<file path="src/rtl/dbf_pkg.sv">
`default_nettype none

package dbf_pkg;

    // Digest layout and index arithmetic.
    localparam int NUM_WORDS     = 8;
    localparam int WORD_W        = 32;
    localparam int IDX_W         = 17;
    localparam int CNT_W         = 4;
    localparam int PTR_W         = 3;
    localparam int BITS_PER_STEP = 4;
    localparam int MOD_STEPS     = WORD_W / BITS_PER_STEP;
    localparam int STEP_W        = 3;
    localparam int ROW_W         = 8;
    localparam int ROW_SEL_W     = 3;

    // Configuration port.
    localparam int CFG_IDX_W  = 1;
    localparam int CFG_DATA_W = 17;
    localparam logic [CFG_IDX_W-1:0] CFG_HASH_COUNT = 1'b0;
    localparam logic [CFG_IDX_W-1:0] CFG_MODULUS    = 1'b1;
    localparam logic [CNT_W-1:0] HASH_COUNT_RST = 4'd1;
    localparam logic [IDX_W-1:0] MODULUS_RST    = 17'd65536;

    // Command codes.
    localparam logic CMD_ADD   = 1'b0;
    localparam logic CMD_QUERY = 1'b1;

    typedef enum logic [1:0] {
        ST_CLEAR,
        ST_IDLE,
        ST_MOD,
        ST_CHECK
    } state_t;

    // Request into the shared modulo unit.
    typedef struct packed {
        logic              start;
        logic [WORD_W-1:0] dividend;
        logic [IDX_W-1:0]  divisor;
    } mod_req_t;

    // Response from the shared modulo unit.
    typedef struct packed {
        logic             done;
        logic [IDX_W-1:0] remainder;
    } mod_rsp_t;

endpackage

`default_nettype wire

</file>
<file path="src/rtl/dbf_mod_unit.sv">
`default_nettype none

module dbf_mod_unit (
    input  wire               clk,
    input  wire               rst_n,
    input  dbf_pkg::mod_req_t req,
    output dbf_pkg::mod_rsp_t rsp
);
    import dbf_pkg::*;

    logic                active_reg, active_next;
    logic                done_reg, done_next;
    logic [STEP_W-1:0]   step_reg, step_next;
    logic [WORD_W-1:0]   shift_reg, shift_next;
    logic [IDX_W-1:0]    rem_reg, rem_next;
    logic [IDX_W-1:0]    div_reg, div_next;
    logic [IDX_W:0]      trial;
    logic [IDX_W-1:0]    rem_step;

    // Restoring remainder, four dividend bits per cycle, most significant first.
    always_comb
    begin
        rem_step = rem_reg;
        trial    = '0;
        for (int k = 0; k < BITS_PER_STEP; k++)
        begin
            trial = {rem_step, shift_reg[WORD_W-1-k]};
            if (trial >= {1'b0, div_reg})
            begin
                trial = trial - {1'b0, div_reg};
            end
            rem_step = trial[IDX_W-1:0];
        end
    end

    // Sequencing of the digit steps.
    always_comb
    begin
        active_next = active_reg;
        done_next   = 1'b0;
        step_next   = step_reg;
        shift_next  = shift_reg;
        rem_next    = rem_reg;
        div_next    = div_reg;
        if (req.start)
        begin
            active_next = 1'b1;
            step_next   = '0;
            shift_next  = req.dividend;
            rem_next    = '0;
            div_next    = req.divisor;
        end
        else if (active_reg)
        begin
            shift_next = shift_reg << BITS_PER_STEP;
            rem_next   = rem_step;
            step_next  = step_reg + STEP_W'(1);
            if (step_reg == STEP_W'(MOD_STEPS - 1))
            begin
                active_next = 1'b0;
                done_next   = 1'b1;
            end
        end
    end

    always_ff @(posedge clk or negedge rst_n)
    begin
        if (!rst_n)
        begin
            active_reg <= 1'b0;
            done_reg   <= 1'b0;
            step_reg   <= '0;
        end
        else
        begin
            active_reg <= active_next;
            done_reg   <= done_next;
            step_reg   <= step_next;
        end
    end

    always_ff @(posedge clk)
    begin
        shift_reg <= shift_next;
        rem_reg   <= rem_next;
        div_reg   <= div_next;
    end

    // A zero modulus maps every word to index zero.
    assign rsp.done      = done_reg;
    assign rsp.remainder = (div_reg == '0) ? '0 : rem_reg;

endmodule

`default_nettype wire

</file>
<file path="config.mk">
export PLATFORM = sky130hd
export DESIGN_NAME = dbf_mod_unit
export DESIGN_NICKNAME = d
export VERILOG_FILES = /design/src/rtl/dbf_pkg.sv /design/src/rtl/dbf_mod_unit.sv
export SDC_FILE = /design/constraint.sdc
export NUM_CORES = 1
export LEC_CHECK = 0
export BUFFER_PORTS_ARGS = -buffer_cell sky130_fd_sc_hd__buf_4
export CORE_ASPECT_RATIO = 0.6
export CORE_UTILIZATION = 60
export DETAILED_ROUTE_END_ITERATION = 10
export HOLD_SLACK_MARGIN = 0.12
export PLACE_DENSITY = 0.88
export SETUP_SLACK_MARGIN = 0.05
export SLEW_MARGIN = 20
export SYNTH_ARGS = -nofsm -noshare
export SYNTH_HDL_FRONTEND = slang
export SYNTH_SLANG_ARGS = --single-unit
</file>
<file path="constraint.sdc">
create_clock -name clk -period 13.2 [get_ports clk]
set_input_delay 3.3 -clock clk [delete_from_list [all_inputs] [get_ports clk]]
set_output_delay 3.3 -clock clk [all_outputs]
set_load 0.01 [all_outputs]
</file>
==> results.py <==
metrics = {
    "setup_path": {
        "cp_common_cell": "o21ai_0",
        "cpMaxStageDelayCell": "o31a_1",
        "cp_max_fo": 22,
        "criticalPathCategory": "flip-flop to flip-flop",
        "cp-end-kind": "flip-flop",
        "cp.arrival_ns": 11.97,
        "worstSetupStartpointType": "flip-flop",
        "cp.required_ns": 13.44,
        "slowest_delay_ns": 0.72,
    },
    "global_route": {
        "grt_pass1_wl_mm": 32.4,
        "grt-ovfl-total": 0,
        "grt_pass1_vias": 6021,
        "grt_use_total_pct": 35.5,
        "grt_max_degree": 73,
        "antenna_found_initial": 0,
    },
    "floorplanning": {
        "start_util_pct": 63.4,
        "num_rows": 29,
        "core_sq_mm": 0.0108,
        "design.die.area_sq_mm": 0.0119,
        "pin_count": 70,
        "die_y_microns": 85.0,
        "die_w_microns": 140,
    },
    "sta": {
        "tns_ns": 0,
        "fmax_mhz": 85.2,
        "hold_viol_final": 0,
        "setup_viol": 0,
        "skew_ns": 0.00806,
        "slew_headroom_pct": 44.6,
        "fin_crit_ns": 11.73,
        "slew_violations": 0,
        "tightest_slew_ns": 0.831,
        "rsz0062_at_grt": "no",
        "period_share_pct": 88.9,
    },
    "routing": {
        "drcViolationCount": 0,
        "antenna_left": 0,
        "met3_length_mm": 2.32,
        "vias_per_cell": 6.65,
        "top_layer_used": "met4",
        "drt-initial-drc-count": 621,
        "wire_per_inst_microns": 21.3,
        "vias": 6379,
        "drt_pre_antenna_iters": 8,
        "wl_met1_mm": 9.18,
        "met2_length_mm": 8.64,
        "wl_mm": 20.4,
    },
    "yosys": {
        "ys_types": 68,
        "syn_nets": 882,
        "yosysWarnings": 0,
        "synth-seq-area-share_pct": 28.2,
        "synth_top_family_by_area": "compound AO/OA/AOI/OAI gates",
        "synth_fa_ha_area_share_pct": 13.9,
        "synth-simple-area-share_pct": 16.1,
        "synth_mux_area_share_pct": 11.4,
        "synth.ff_latch_count": 71,
        "synthCells": 756,
        "synth-xor-area-share_pct": 6.36,
        "synth-compound-area-share_pct": 20.0,
        "syn_avg_cell_area_sq_um": 9.10,
        "synth_area_leaders": "edfxtp_1, ha_1, mux2_2",
        "yosysTopAreaCell": "edfxtp_1",
        "synth_ff_type": "edfxtp_1",
        "synth_top_area_share_pct": 21.4,
        "syn-cell-area_sq_mm": 0.00688,
        "synth_edf_count": 49,
        "synth-async-reset-ratio_pct": 7.04,
    },
    "worst_hold_path": {
        "hold_path.class": "flip-flop to flip-flop",
    },
    "finish": {
        "nets": 941,
        "largest_reg_flops": 32,
        "drive_gt1_share_pct": 18.7,
        "area_delta_synth_final_pct": 12.7,
        "n_antenna_cell": 0,
    },
    "place": {
        "io_buffers": 69,
        "place_congestion": 1.02,
        "place_hpwl_mm": 16.2,
    },
    "clocking": {
        "cts_resized": 0,
        "clk_latency_ns": 0.34,
        "postCtsSetupBuffers": 0,
        "cts_tree": "built",
        "cts_sinks": 71,
        "hold_buffers": 0,
        "cts_root_buf": "clkbuf_16",
        "htreeDepth": 3,
        "cts_buffer_depth": 2,
        "path_clk_slew_ns": 0.06,
        "cts_inserted_buffers": 9,
    },
    "status": {
        "status": "finished clean",
    },
    "run": {
        "max_cap_viol_count": 0,
    },
}
[routing by layer]
metal / vias to the layer above / global-route usage, %
met3: 38 / 7.17
li1: 2949 / -
met1: 3010 / 51.8
met5: - / 0
met4: 0 / 8.29
met2: 382 / 54.0
[cells in the mapped netlist, types with 9 or more instances]
master	n
a211oi_1	21
a21o_1	19
a21oi_1	51
clkbuf_1	13
dfxtp_1	17
edfxtp_1	49
ha_1	70
inv_1	39
mux2_2	53
mux2i_1	19
nand2_1	37
nand2b_1	13
nand3_1	15
nand4_1	10
nor2_1	63
nor2b_1	26
nor3_1	12
nor4_1	9
o211ai_1	9
o21a_1	12
o21ai_0	39
xnor2_1	40
xor2_1	10
[final cells by class]
cell class	count	area, sq um
Clock buffer	10	239
Clock inverter	6	50.0
Fill cell	819	3090
Inverter	40	150
Multi-Input combinational cell	622	4670
Sequential cell	71	1940
Tap cell	139	174
Timing Repair Buffer	71	533
[metrics by stage]
step / hold WS, ns / worst slack [ns] / util (%) / cell area, sq um / instances
2_1_floorplan: 0.479 / 3.69 / - / 6880 / 756
3_3_place_gp: 0.507 / 2.23 / 68.8 / 7470 / 943
3_5_place_dp: 0.534 / 1.85 / 68.8 / 7470 / 943
4_1_cts: 0.550 / 1.74 / 71.5 / 7750 / 959
5_1_grt: 0.564 / 0.656 / 71.5 / 7760 / 959
6_report: 0.541 / 1.47 / 71.5 / 7760 / 959
[path summary, 6_finish.rpt]
kind	start	endpoint	slack [ns]	depth (start not counted)
worst min register to register	step_reg[1]	step_reg[1]	0.54	2
worst max register to register	div_reg[0]	rem_reg[3]	1.47	36
max in group asynchronous	rst_n	active_reg	10.32	1
min in group asynchronous	rst_n	step_reg[2]	2.75	1
worst max-delay path	div_reg[0]	rem_reg[3]	1.47	36
worst min-delay path	step_reg[1]	step_reg[1]	0.54	2
[cell families (layout without fill, tap and decap cells)]
kind of cell | Yosys count | in the layout
flops | 71 | 71
mux | 72 | 72
xor+xnor | 50 | 50
simple gates | 218 | 218
compound gates | 208 | 208
buf+inv | 63 | 127
fa+ha+maj | 74 | 74
[cells in the final DEF, fill, tap and decap left out, types with 5 or more instances in the layout]
cell	synthesis	layout
buf_4	3	71
a31oi_1	6	6
o21bai_1	8	8
nand2_1	37	37
inv_1	39	39
nand2b_1	13	13
a21oi_1	51	51
nor4_1	9	8
nor2b_1	26	26
mux2i_1	19	19
nor2_1	63	63
and2_1	6	6
a21boi_0	5	5
clkbuf_16	0	9
dfxtp_1	17	17
a21o_1	19	19
xor2_1	10	10
o211ai_1	9	9
mux2_2	53	53
edfxtp_1	49	49
nor3_1	12	12
nand3_1	15	15
ha_1	70	70
a211oi_1	21	21
and3_1	7	7
nand4_1	10	10
xnor2_1	40	40
o21a_1	12	12
o21ai_0	39	39
[critical path, delay by kind of cell (launching register included)]
family	cells	cell delay, ns
AOI/OAI and AO/OA	20	6.04
adders and majority gates	5	1.92
buffers and inverters	1	0.06
DFF	1	0.58
muxes	3	1.06
and+or+nand+nor	7	1.91
Power is left out: the tool's default activity adds up to more than one toggle a clock period on the data nets, which glitch-free logic cannot reach.
